### config.mk
export PLATFORM = sky130hd
export DESIGN_NAME = qalu_div_cell
export DESIGN_NICKNAME = d
export VERILOG_FILES = /design/src/sv/qalu_pkg.sv /design/src/sv/qalu_div_cell.sv
export SDC_FILE = /design/constraint.sdc
export NUM_CORES = 1
export LEC_CHECK = 0
export BUFFER_PORTS_ARGS = -buffer_cell sky130_fd_sc_hd__clkbuf_2
export CORE_AREA = 2 2 140 142
export CTS_CLUSTER_DIAMETER = 30
export DETAILED_ROUTE_END_ITERATION = 12
export DIE_AREA = 0 0 142 144
export PLACE_DENSITY = 0.83
export SLEW_MARGIN = 20
export SYNTH_ARGS = -nofsm -noshare
export SYNTH_HDL_FRONTEND = slang
export SYNTH_SLANG_ARGS = --single-unit
### constraint.sdc
create_clock -name i_clk -period 7.9 [get_ports i_clk]
set_input_delay 1.185 -clock i_clk [delete_from_list [all_inputs] [get_ports i_clk]]
set_output_delay 1.185 -clock i_clk [all_outputs]
set_load 0.01 [all_outputs]
### src/sv/qalu_pkg.sv
// shared types and constants of the q24.8 fixed-point alu
package qalu_pkg;

    localparam int unsigned FRAC_BITS_DEF = 8;
    localparam int unsigned WORD_W        = 32;

    typedef enum logic [3:0] {
        MODE_ADD     = 4'd0,
        MODE_SUB     = 4'd1,
        MODE_MUL     = 4'd2,
        MODE_DIV     = 4'd3,
        MODE_GT      = 4'd4,
        MODE_LT      = 4'd5,
        MODE_GE      = 4'd6,
        MODE_LE      = 4'd7,
        MODE_EQ      = 4'd8,
        MODE_NE      = 4'd9,
        MODE_MIN     = 4'd10,
        MODE_MAX     = 4'd11,
        MODE_INC     = 4'd12,
        MODE_DEC     = 4'd13,
        MODE_INT2FIX = 4'd14,
        MODE_FIX2INT = 4'd15
    } t_mode;

    typedef struct packed {
        logic valid;
        logic is_div;
        logic neg;
        logic dz;
        logic cmp;
    } t_ctl;

endpackage

### src/sv/qalu_div_cell.sv
// one restoring division cell: one quotient bit per word
module qalu_div_cell #(
    parameter int unsigned FRAC_BITS = qalu_pkg::FRAC_BITS_DEF,
    localparam int unsigned DW = qalu_pkg::WORD_W + FRAC_BITS
) (
    input  logic            i_clk,
    input  logic            i_rst_n,
    input  logic            i_en,
    input  qalu_pkg::t_ctl  i_ctl,
    input  logic [31:0]     i_res,
    input  logic [DW-1:0]   i_dvd,
    input  logic [31:0]     i_dvs,
    input  logic [31:0]     i_rem,
    input  logic [DW-1:0]   i_quo,
    output qalu_pkg::t_ctl  o_ctl,
    output logic [31:0]     o_res,
    output logic [DW-1:0]   o_dvd,
    output logic [31:0]     o_dvs,
    output logic [31:0]     o_rem,
    output logic [DW-1:0]   o_quo
);

    qalu_pkg::t_ctl  r_ctl;
    logic [31:0]     r_res, r_dvs, r_rem, n_rem;
    logic [DW-1:0]   r_dvd, r_quo;
    logic [32:0]     shifted;
    logic [33:0]     trial;
    logic            fits;

    assign shifted = {i_rem, i_dvd[DW-1]};
    assign trial   = {1'b0, shifted} - {2'b00, i_dvs};
    assign fits    = ~trial[33];
    assign n_rem   = fits ? trial[31:0] : shifted[31:0];

    always_ff @(posedge i_clk) begin
        if (!i_rst_n) begin
            r_ctl <= '0;
        end else if (i_en) begin
            r_ctl <= i_ctl;
        end
    end

    always_ff @(posedge i_clk) begin
        if (i_en) begin
            r_res <= i_res;
            r_dvs <= i_dvs;
            r_rem <= n_rem;
            r_dvd <= {i_dvd[DW-2:0], 1'b0};
            r_quo <= {i_quo[DW-2:0], fits};
        end
    end

    assign o_ctl = r_ctl;
    assign o_res = r_res;
    assign o_dvd = r_dvd;
    assign o_dvs = r_dvs;
    assign o_rem = r_rem;
    assign o_quo = r_quo;

endmodule

# ---- After elaboration in Yosys (flattened, before gate mapping)
# Cells that the tools add are included.
dict set report word_totals {
  register_bits 180
  inputBits 184
  elab_cells 13
}
dict set report classes {
  add_sub_neg 1
  mux 1
  n_bitwise 1
}
# operator n
set ops {}
lappend ops {{subtractor 33 x 32 -> 34 bit} 1}
lappend ops {{2-to-1 mux 32 bit} 1}
lappend ops {{NOT 1 bit} 1}

# ---- Depth between registers and ports, before layout
dict set report logic_depth {
  depth_word 2
  depth_mapped 12
  mapped_depth_nobuf 12
}

# ---- Least setup slack after synthesis
# Ideal clock, no wire load.
dict set report synth_timing {
  kind {input to register}
  startpoint {input i_dvd[39]}
  endpoint {register r_rem[28] (netlist: o_rem[28]) (data pin)}
  arrival_time_ns 3.575
  required_time_ns 7.640
  setup_slack_ns 4.065
  path_stages 12
  path_buffers 0
  path_cell_list {inv_1 ha_1 inv_1 fa_1 a211oi_1 o211a_1 o31ai_1 o41a_1 a41oi_1 o21ai_1 a21boi_0 mux2_4}
}
dict set report synth_via {
  elab_chain_len 2
}
# element line_no
set synth_lines {}
lappend synth_lines {{start, declared} qalu_div_cell.sv:11} ;# input logic [DW-1:0] i_dvd,
lappend synth_lines {{subtractor 33 x 32 -> 34 bit} qalu_div_cell.sv:31} ;# assign trial = {1'b0, shifted} - {2'b00, i_dvs};
lappend synth_lines {{2-to-1 mux 32 bit} qalu_div_cell.sv:33} ;# assign n_rem = fits ? trial[31:0] : shifted[31:0];
lappend synth_lines {{net n_rem[28]} qalu_div_cell.sv:24} ;# logic [31:0] r_res, r_dvs, r_rem, n_rem;
lappend synth_lines {{end signal, assigned} qalu_div_cell.sv:47} ;# r_rem <= n_rem;
lappend synth_lines {{end, declared} qalu_div_cell.sv:24}
# The timed path passes the listed nets, and every way through them passes these cells.
# A chain may end at the register's enable or synchronous reset.

# ---- Worst setup path after layout
dict set report layout_timing {
  startpoint {input i_dvs[21]}
  endpoint {register r_rem[21] (netlist: o_rem[21]) (data pin)}
}
dict set report layout_via {
  elab_chain_len 2
}
# element line_no
set layout_lines {}
lappend layout_lines {{start, declared} qalu_div_cell.sv:12} ;# input logic [31:0] i_dvs,
lappend layout_lines {{subtractor 33 x 32 -> 34 bit} qalu_div_cell.sv:31}
lappend layout_lines {{2-to-1 mux 32 bit} qalu_div_cell.sv:33}
lappend layout_lines {{net n_rem[21]} qalu_div_cell.sv:24}
# The timed path passes the listed nets, and every way through them passes these cells.

==> out/results.ini <==
[global_routing]
grt_first_pass_wirelength_um=32200
antenna_found_initial=3
grt_pass1_vias=5547
globalRouteTotalUtil=0.216
grt_max_degree=103
grt-ovfl-total=0

[critical_path]
cp.arrival_ns=4.44
regToRegSetupSlack_ns=7.23
r2r_cells=2
crit_required_ns=8.08
crit_cells=11
slowest_stage=or4_1
crit_chain=clkbuf_2, inv_1, ha_1, and3_1, nand3_1, or4_1, o21bai_2, a21oi_2, a31oi_4, buf_4, mux2_4
crit_buf_inv=3
worstSetupPathType=in -> reg
max_stage_delay_ns=0.58
cp-end-kind=flop
crit_family=simple AND/OR/NAND/NOR gates
start_kind=input port
cp_max_fo=21

[logic_synthesis]
yosysUniqueCellTypes=58
syn_area_um2=7830
synth_edf_count=175
syn_nets=726
yosysWarnings=0
syn_inst=509
synth_top_area_cell=edfxtp_1
synth-main-ff-cell=edfxtp_1
ys_seq_area_frac=0.684
syn_area_per_cell_um2=15.4
ys_ff_latch=180
yosysTopAreaCellShare=0.672
synth.area.top_cells=edfxtp_1, ha_1, mux2_4, a21oi_1, xnor2_1
async_flop_share=0

[sta]
max_freq_mhz=235
fin_crit_sh=0.539
drv_slew=0
tns_ns=0
setup_viol=0
fin_crit_ns=4.26
tightest_slew_ns=0.998
relSlewSlack=0.335
finClkSkew_ns=0
rsz0062_at_grt=false
hold_viol=0

[clocking]
post_cts_buffers=0
cts_tree=built
cts.sinks=180
htree_levels=4
clk_latency_ns=0.43
numCtsBuffers=17
clk_path_buf_depth=2
clkTransAtPathRegs_ns=0.08
cts_root_buffer=clkbuf_16
cts_resized=0
cts_hold_buf=0

[final_layout]
syn_to_final_growth_pct=34.3
n_fill_cell=1562
fin_nets=1100
final_layout_size_suffix_gt1_frac=0.484

[routing]
wl_per_cell_um=20.4
firstDrtPassIters=5
ant_nets=0
drcViolationCount=0
routed_via_density=5.10
drt_first_iter_violations=414
vias=5795
wl_um=23100

[pwr]
power.leakage_nw=4.79
irDropWorstVdd_mv=0.135
powerDensity_nw_per_um2=236
power_mw=2.48

[placement]
io_buffers=362
routabilityCongestion=0.853
hpwl_um=18300

[die]
core_area_um2=19100
die_w_um=142
die_h_um=144
rows=51
dieArea_um2=20400
initial_core_util=0.410
io_pins=365

[run]
cap_violations=0

[hold_path]
min_path_type=reg -> reg
hold_depth=2

[run_status]
status=complete, no violations

-- stage by stage --
stage | setup WS, ns | std cells | utilization | hold slack (ns) | area [um2]
after floorplan | 4.07 | 509 | - | 0.539 | 7830
after global routing | 3.48 | 1134 | 0.551 | 0.567 | 10500
final | 3.64 | 1136 | 0.551 | 0.543 | 10500
after detailed placement | 3.15 | 1102 | 0.519 | 0.536 | 9890
after global placement | 3.22 | 1102 | 0.519 | 0.496 | 9890
after CTS | 3.61 | 1134 | 0.551 | 0.546 | 10500
-- path summary, 6_finish.rpt --
kind | from | end
setup / recovery | i_dvs[21] | o_rem[21]
hold / removal | o_ctl[4] | o_ctl[4]
setup reg to reg | o_ctl[1] | o_ctl[1]
hold reg to reg | o_ctl[4] | o_ctl[4]
-- metal layers --
layer,share of wire,vias up,global-route usage
met5,0.00043,-,0
met2,0.48,267,0.346
li1,-,2686,-
met3,0.10,46,0.0884
met4,0.037,2,0.103
met1,0.38,2794,0.254
-- logic make-up after synthesis --
group | share of synthesized area
mux | 0.0643
fa+ha+maj | 0.0537
simple gates | 0.0564
compound gates | 0.0870
flops | 0.684
xor+xnor | 0.0269
buf+inv | 0.0269
other cells | 0.000479
-- flip-flops by register name (all words and copies together), names as in the netlist --
register / cells
o_ctl: 5
o_dvs: 32
o_rem: 32
o_quo: 40
o_dvd: 39
o_res: 32
-- cell usage after synthesis, drive strengths merged, types with 4 or more instances --
cell	instances
a211oi	5
a21o	7
a21oi	35
and3	6
buf	6
clkbuf	4
dfxtp	5
edfxtp	175
ha	32
inv	37
mux2	28
mux2i	9
nand2	21
nand2b	4
nand4	6
nor2	17
nor2b	10
nor3	7
o21a	4
o21ai	18
o31a	4
xnor2	16
xor2	8
-- power breakdown --
group          switching (mW)  total (mW)  internal, mW
Clock                   0.418       0.847         0.429
Combinational           0.248       0.452         0.203
Sequential             0.0253        1.18          1.15
Total                   0.692        2.48          1.79
-- worst register-to-register path: stages (launching register included) --
cell and delay, ns:
dfxtp_1 0.36, mux2i_1 0.08, nor2b_1 0.16
-- layout by cell type, fill, tap and decap left out, drive strengths merged, types with 9 or more instances in the layout --
master  netlist  layout
a21oi        35      35
clkbuf        4     379
clkinv        0       9
edfxtp      175     175
ha           32      32
inv          37      43
mux2         28      28
mux2i         9       9
nand2        21      21
nor2         17      17
nor2b        10      10
o21ai        18      18
xnor2        16      16
-- final cells by class --
class,instances,area [um2],area share
clock inverters,15,186,0.0177
inverters,37,139,0.0132
flip-flops and latches,180,5360,0.509
multi-input cells,282,2260,0.215
clock buffers,17,425,0.0405
well taps,238,298,0.0283
repair buffers,365,1840,0.175
diodes,2,5.00,0.000476
Note: power is estimated with default switching activity, not from simulation.
