--- src/sv/qalu_pkg.sv ---
// shared types and constants of the q24.8 fixed-point alu
package qalu_pkg;

    localparam int unsigned FRAC_BITS_DEF = 8;
    localparam int unsigned WORD_W        = 32;

    typedef enum logic [3:0] {
        MODE_ADD     = 4'd0,
        MODE_SUB     = 4'd1,
        MODE_MUL     = 4'd2,
        MODE_DIV     = 4'd3,
        MODE_GT      = 4'd4,
        MODE_LT      = 4'd5,
        MODE_GE      = 4'd6,
        MODE_LE      = 4'd7,
        MODE_EQ      = 4'd8,
        MODE_NE      = 4'd9,
        MODE_MIN     = 4'd10,
        MODE_MAX     = 4'd11,
        MODE_INC     = 4'd12,
        MODE_DEC     = 4'd13,
        MODE_INT2FIX = 4'd14,
        MODE_FIX2INT = 4'd15
    } t_mode;

    typedef struct packed {
        logic valid;
        logic is_div;
        logic neg;
        logic dz;
        logic cmp;
    } t_ctl;

endpackage

--- src/sv/qalu_front.sv ---
// decode stage: direct results, product and divider setup
module qalu_front #(
    parameter int unsigned FRAC_BITS = qalu_pkg::FRAC_BITS_DEF,
    localparam int unsigned DW = qalu_pkg::WORD_W + FRAC_BITS
) (
    input  logic                 i_clk,
    input  logic                 i_rst_n,
    input  logic                 i_en,
    input  logic                 i_valid,
    input  logic [3:0]           i_mode,
    input  logic signed [31:0]   i_a,
    input  logic signed [31:0]   i_b,
    output qalu_pkg::t_ctl       o_ctl,
    output logic [31:0]          o_res,
    output logic [DW-1:0]        o_dvd,
    output logic [31:0]          o_dvs
);

    qalu_pkg::t_ctl      r_ctl, n_ctl;
    logic [31:0]         r_res, n_res;
    logic [DW-1:0]       r_dvd, n_dvd;
    logic [31:0]         r_dvs, n_dvs;
    logic signed [63:0]  prod;
    logic [31:0]         mag_a, mag_b;

    assign prod  = i_a * i_b;
    assign mag_a = i_a[31] ? 32'(-i_a) : 32'(i_a);
    assign mag_b = i_b[31] ? 32'(-i_b) : 32'(i_b);

    always_comb begin
        n_ctl        = '0;
        n_ctl.valid  = i_valid;
        n_res        = '0;
        n_dvd        = {mag_a, FRAC_BITS'(0)};
        n_dvs        = mag_b;
        unique case (qalu_pkg::t_mode'(i_mode))
            qalu_pkg::MODE_ADD:     n_res = 32'(i_a + i_b);
            qalu_pkg::MODE_SUB:     n_res = 32'(i_a - i_b);
            qalu_pkg::MODE_MUL:     n_res = prod[FRAC_BITS+31:FRAC_BITS];
            qalu_pkg::MODE_DIV: begin
                n_ctl.is_div = 1'b1;
                n_ctl.neg    = i_a[31] ^ i_b[31];
                n_ctl.dz     = (i_b == 32'sd0);
            end
            qalu_pkg::MODE_GT:      n_ctl.cmp = (i_a > i_b);
            qalu_pkg::MODE_LT:      n_ctl.cmp = (i_a < i_b);
            qalu_pkg::MODE_GE:      n_ctl.cmp = (i_a >= i_b);
            qalu_pkg::MODE_LE:      n_ctl.cmp = (i_a <= i_b);
            qalu_pkg::MODE_EQ:      n_ctl.cmp = (i_a == i_b);
            qalu_pkg::MODE_NE:      n_ctl.cmp = (i_a != i_b);
            qalu_pkg::MODE_MIN:     n_res = (i_a < i_b) ? i_a : i_b;
            qalu_pkg::MODE_MAX:     n_res = (i_a > i_b) ? i_a : i_b;
            qalu_pkg::MODE_INC:     n_res = 32'(i_a + 32'sd1);
            qalu_pkg::MODE_DEC:     n_res = 32'(i_a - 32'sd1);
            qalu_pkg::MODE_INT2FIX: n_res = 32'(i_a <<< FRAC_BITS);
            qalu_pkg::MODE_FIX2INT: n_res = 32'(i_a >>> FRAC_BITS);
            default:                n_res = '0;
        endcase
    end

    always_ff @(posedge i_clk) begin
        if (!i_rst_n) begin
            r_ctl <= '0;
        end else if (i_en) begin
            r_ctl <= n_ctl;
        end
    end

    always_ff @(posedge i_clk) begin
        if (i_en) begin
            r_res <= n_res;
            r_dvd <= n_dvd;
            r_dvs <= n_dvs;
        end
    end

    assign o_ctl = r_ctl;
    assign o_res = r_res;
    assign o_dvd = r_dvd;
    assign o_dvs = r_dvs;

endmodule

--- config.mk ---
export PLATFORM = sky130hd
export DESIGN_NAME = qalu_front
export DESIGN_NICKNAME = d
export VERILOG_FILES = /design/src/sv/qalu_pkg.sv /design/src/sv/qalu_front.sv
export SDC_FILE = /design/constraint.sdc
export NUM_CORES = 2
export LEC_CHECK = 0
export BUFFER_PORTS_ARGS = -buffer_cell sky130_fd_sc_hd__buf_2
export CAP_MARGIN = 20
export CORE_MARGIN = 3
export CORE_UTILIZATION = 38
export CTS_CLUSTER_SIZE = 10
export DETAILED_ROUTE_END_ITERATION = 7
export HOLD_SLACK_MARGIN = 0.08
export MAX_ROUTING_LAYER = met4
export PLACE_DENSITY = 0.66
export SYNTH_ARGS = -nofsm -noshare
export SYNTH_HDL_FRONTEND = slang
export SYNTH_SLANG_ARGS = --single-unit
--- constraint.sdc ---
create_clock -name i_clk -period 16.6 [get_ports i_clk]
set_clock_uncertainty 0.05 [all_clocks]
set_input_delay 0.83 -clock i_clk [delete_from_list [all_inputs] [get_ports i_clk]]
set_output_delay 0.83 -clock i_clk [all_outputs]
set_load 0.05 [all_outputs]
== Word-level counts from Yosys, hierarchy flattened ==
Index checks and enable logic that the tools add are counted.

* Register bits: 101
* Latch bits: 0
* Bits in writable memories: 0
* Bits in read-only memories: 0
* Input bits: 72
* Output and inout port bits: 109
* Word-level logic and storage cells: 48
* Memories kept: 0

* Add/subtract/negate cells: 6
* Multipliers: 1
* Div/mod/pow operators: 0
* $lt $le $gt $ge: 4
* Eq/ne operators: 17
* Shift-type cells: 0
* Multiplexer cells: 7
* Bitwise operators: 1
* Reduce and logical (&&, ||, !) cells: 2

{| class="wikitable"
|+ Operator list
! cell !! number
|-
| 32-bit case mux with 9 select lines || 1
|-
| 32-bit 2-to-1 mux || 2
|-
| 32-bit negator || 2
|-
| 31-bit 2-to-1 mux || 2
|-
| 32-bit by 32-bit multiplier with 40-bit output || 1
|-
| 32-bit by 2-bit adder with 32-bit output (second input constant) || 1
|-
| 32-bit adder || 1
|-
| 32-bit equality test || 1
|-
| 4-bit equality test (second input constant) || 8
|-
| 32-bit greater-or-equal comparator || 1
|-
| 32-bit greater-than comparator || 1
|-
| 32-bit less-or-equal comparator || 1
|-
| 32-bit logical NOT || 1
|-
| 32-bit < comparator || 1
|-
| 32-bit != test || 1
|-
| 32-bit by 2-bit subtractor with 32-bit output (second input constant) || 1
|-
| 32-bit subtractor || 1
|-
| 4-bit by 3-bit equality test with 1-bit output (second input constant) || 4
|-
| 4-bit by 2-bit equality test with 1-bit output (second input constant) || 2
|-
| 1-bit case mux with 6 select lines || 1
|-
| 4-bit by 1-bit equality test with 1-bit output (second input constant) || 1
|-
| 4-bit logical NOT || 1
|-
| 3-bit 2-to-1 mux || 1
|-
| 1-bit bitwise XOR || 1
|}

== Logic depth before layout (Yosys ltp) ==
* Depth after elaboration: 3
* Gate-level depth with buffers: 27
* Depth with buffers taken out: 25

== Worst setup path before layout ==
No wires, ideal clock.

* Kind: in2reg
* Start point: in i_b[8]
* End point: reg r_res[28], in the netlist o_res[28] (data pin)
* Library setup time: 0.259 ns
* Arrival time: 8.011 ns
* Required time: 16.291 ns
* Setup slack: 8.280 ns
* Stages on the path: 23
* Path buffers: 3
* Cell sequence: clkbuf_1 -> clkbuf_1 -> clkbuf_1 -> nand2_1 -> fa_1 -> fa_1 -> fa_1 -> fa_1 -> inv_1 -> fa_1 -> fa_1 -> fa_1 -> fa_1 -> ha_1 -> a21oi_1 -> o21bai_1 -> a21o_1 -> a21o_1 -> a221oi_1 -> mux2i_1 -> a221o_1 -> a221o_1 -> a211o_1

* Longest elaborated chain between the ends: 3
* Elaborated cells between the ends (all ways): 8

{| class="wikitable"
|+ Ends and longest elaborated chain
! what !! RTL line !! text
|-
| start, declared || qalu_front.sv:12 || <nowiki>input logic signed [31:0] i_b,</nowiki>
|-
| branches (longest 2 deep; another with 32-bit by 32-bit multiplier with 40-bit output) || -- ||
|-
| 32-bit case mux with 9 select lines * || qalu_front.sv:36 || <nowiki>unique case (qalu_pkg::t_mode'(i_mode))</nowiki>
|-
| named net n_res[28] || qalu_front.sv:20 || <nowiki>logic [31:0] r_res, n_res;</nowiki>
|-
| end signal, assigned || qalu_front.sv:71 || <nowiki>r_res <= n_res;</nowiki>
|-
| end, declared || qalu_front.sv:20 ||
|}

Mark *: on every way through the listed nets, which the timed path passes.
A chain may end at the register's enable or synchronous reset.

== Worst setup path in the final report ==
* Start point: in i_b[31]
* End point: reg r_res[28], in the netlist o_res[28] (data pin)

Same word-level chain as after synthesis.

==> impl_metrics.json <==
{
  "finalHoldViolCount": 0,
  "dr.pass1.iters": 7,
  "number_of_antenna_violations_at_the_first_check_in_global_routing": 7,
  "hold_path_startpoint": "o_ctl[3]$_SDFFE_PN0P_",
  "grt_max_degree": 54,
  "hold-path-cell-count": 2,
  "average_cell_area_after_synthesis_um2": 8.97,
  "slew_violations": 0,
  "max_stage_delay_ns": 0.74,
  "synth_warnings": 0,
  "r2r.worst_path.cells": 2,
  "yosys.area.top_type": "sky130_fd_sc_hd__fa_1",
  "maxCapViolCount": 0,
  "cp-start-kind": "input pin",
  "clock_latency_late_sink_ns": 0.38,
  "finalNetCount": 4642,
  "netlist_top_cells_area": "sky130_fd_sc_hd__fa_1, sky130_fd_sc_hd__ha_1, sky130_fd_sc_hd__edfxtp_1, sky130_fd_sc_hd__inv_1, sky130_fd_sc_hd__and2_1",
  "rows": 107,
  "detailedRoute.firstIterationViolations": 2360,
  "transition_time_of_the_tightest_slew_check_pin_ns": 1.11,
  "cts_buffers": 9,
  "rsz0062_at_grt": "false",
  "worst_path_slowest_cell": "sky130_fd_sc_hd__buf_2",
  "setup.worst_path.end": "o_res[28]$_DFFE_PP_",
  "arrival_ns": 8.95,
  "reg2reg_slack_ns": 15.86,
  "grt.total_usage_pct": 25.0,
  "critPathKind": "in -> reg",
  "hold_path.class": "reg -> reg",
  "routed-via-count": 26500,
  "cp_cell_sequence": "buf_2 > clkinv_1 > nor2_1 > fa_1 > fa_1 > fa_1 > fa_1 > fa_1 > fa_1 > fa_1 > fa_1 > ha_1 > inv_1 > o21bai_1 > a21o_1 > a21o_1 > a221oi_1 > mux2i_1 > a221o_1 > a221o_1 > a211o_1",
  "die_height_um": 301,
  "synth_seq_cells": 101,
  "synth_edf_count": 96,
  "clkTransAtPathRegs_ns": 0.08,
  "max_slew_margin_pct": 25.6,
  "route.final.wire_length_um": 109000,
  "initial_utilization_pct": 38.6,
  "drive_gt1_share_pct": 7.48,
  "r2r_start": "o_ctl[0]$_SDFFE_PN0P_",
  "synth-seq-area-share_pct": 9.03,
  "worstSetupEndpointType": "flop",
  "postSynthCellCount": 3681,
  "detail_route.drc_violations": 0,
  "timing.critical_path.mode_cell": "sky130_fd_sc_hd__fa_1",
  "clock-sinks": 101,
  "synth-async-reset-ratio_pct": 0,
  "setup_tns_final_ns": 0,
  "die_area_um2": 90500,
  "finalWorstPathRequiredPeriod_ns": 8.86,
  "htree_num_levels": 3,
  "first_global_vias": 28100,
  "setup-violations-final": 0,
  "ctsRootBufferMaster": "sky130_fd_sc_hd__clkbuf_16",
  "finalWeightedCongestion": 1.01,
  "clock_path_buffers": 2,
  "synthesis.area_um2": 33000,
  "post-route-util_pct": 41.0,
  "worstReg2RegEnd": "o_ctl[0]$_SDFFE_PN0P_",
  "timing.fmax_mhz": 113,
  "worst-path-max-fanout": 39,
  "floorplan.io_pins": 181,
  "most_common_cell_in_the_synthesized_netlist": "sky130_fd_sc_hd__inv_1",
  "coreArea_um2": 85700,
  "synth_largest_type_area_fraction_pct": 39.0,
  "postCtsSetupRepairBufs": 0,
  "required_ns": 16.70,
  "postSynth.topFlopCell": "sky130_fd_sc_hd__edfxtp_1",
  "floorplan.die.width_um": 301,
  "drt-wirelength-per-cell_um": 22.4,
  "cts_resized": 0,
  "avgViaCountPerCell": 5.48,
  "place.detailed.hpwl_um": 79100,
  "cts-hold-fix-buffers": 0,
  "grt_pass1_wl_um": 168000,
  "cts_tree": "done",
  "grt_remaining_overflow": 0,
  "startpoint": "i_b[31]",
  "synth.distinct_cells": 82,
  "detail-route-antenna-nets": 0,
  "outcome": "complete, no violations",
  "timing.final.crit_share_pct": 53.3,
  "synthToLayoutAreaGrowth_pct": 6.41,
  "synth.top_cells.by_count": "sky130_fd_sc_hd__inv_1, sky130_fd_sc_hd__fa_1, sky130_fd_sc_hd__and2_1",
  "io_buffers": 172
}
[kinds of logic after synthesis]
| group | count (synthesis) | share of synthesized area (%) |
|---|---|---|
| AO/OA/AOI/OAI | 436 | 8.93 |
| XOR/XNOR | 213 | 5.69 |
| adder cells (fa/ha/maj) | 883 | 48.1 |
| buffers and inverters | 934 | 10.7 |
| flip-flops | 101 | 9.03 |
| multiplexers | 15 | 0.462 |
| other | 1 | 0.0114 |
| AND/OR/NAND/NOR | 1098 | 17.1 |
[through the flow]
step | area (µm²) | hold WS [ns] | instances | setup slack [ns]
2_1_floorplan | 33100 | 0.635 | 3688 | 8.28
3_3_place_gp | 34800 | 0.411 | 4819 | 7.52
3_5_place_dp | 34800 | 0.425 | 4820 | 7.50
4_1_cts | 35100 | 0.437 | 4836 | 7.88
5_1_grt | 35100 | 0.459 | 4839 | 7.54
6_report | 35100 | 0.436 | 4839 | 7.74
[layout make-up]
cell class	instances	area, µm²
Antenna cell	3	7.51
Clock buffer	9	225
Clock inverter	7	67.6
Fill cell	8623	50500
Inverter	700	2630
Multi-Input combinational cell	2653	26600
Sequential cell	101	2980
Tap cell	1144	1430
Timing Repair Buffer	222	1250
[worst min-delay path by stage]
stage                             to  slack (ns)
6_report       o_ctl[3]$_SDFFE_PN0P_        0.44
5_1_grt        o_ctl[3]$_SDFFE_PN0P_        0.46
4_1_cts        o_ctl[3]$_SDFFE_PN0P_        0.44
3_5_place_dp   o_ctl[3]$_SDFFE_PN0P_        0.43
3_3_place_gp   o_ctl[3]$_SDFFE_PN0P_        0.41
2_1_floorplan  o_ctl[3]$_SDFFE_PN0P_        0.63
[layer usage]
layer | vias to the layer above | routed length, µm | share of wire [%] | global-route usage (%)
met5 | - | 0 | 0 | -
met4 | 0 | 4680 | 4.3 | 9.11
met3 | 277 | 9020 | 8.3 | 4.30
met2 | 1244 | 52200 | 48 | 41.1
met1 | 13600 | 42600 | 39 | 31.1
li1 | 11400 | - | - | -
[sequential cells by signal, summed over array words and instances (netlist names)]
signal,cells
o_dvd,32
o_res,32
o_ctl,5
o_dvs,32
[cell usage in the layout (no fill, tap or decap), types with 50 or more instances in the layout]
master	instances
sky130_fd_sc_hd__and2_1	404
sky130_fd_sc_hd__edfxtp_1	96
sky130_fd_sc_hd__buf_2	171
sky130_fd_sc_hd__nor2_1	121
sky130_fd_sc_hd__xnor2_1	176
sky130_fd_sc_hd__ha_1	239
sky130_fd_sc_hd__inv_1	698
sky130_fd_sc_hd__nand2_1	387
sky130_fd_sc_hd__fa_1	644
sky130_fd_sc_hd__o21ai_0	84
sky130_fd_sc_hd__buf_4	50
sky130_fd_sc_hd__a21oi_1	121
[critical path, delay by kind of cell]
family / cells / cell delay [ns]
muxes: 1 / 0.17
AOI/OAI and AO/OA: 7 / 1.91
and+or+nand+nor: 1 / 0.28
adders and majority gates: 9 / 4.16
buffers and inverters: 3 / 1.55
Power is not shown: default switching activity piles up to over one toggle a cycle in this logic, so the estimate is an artifact.
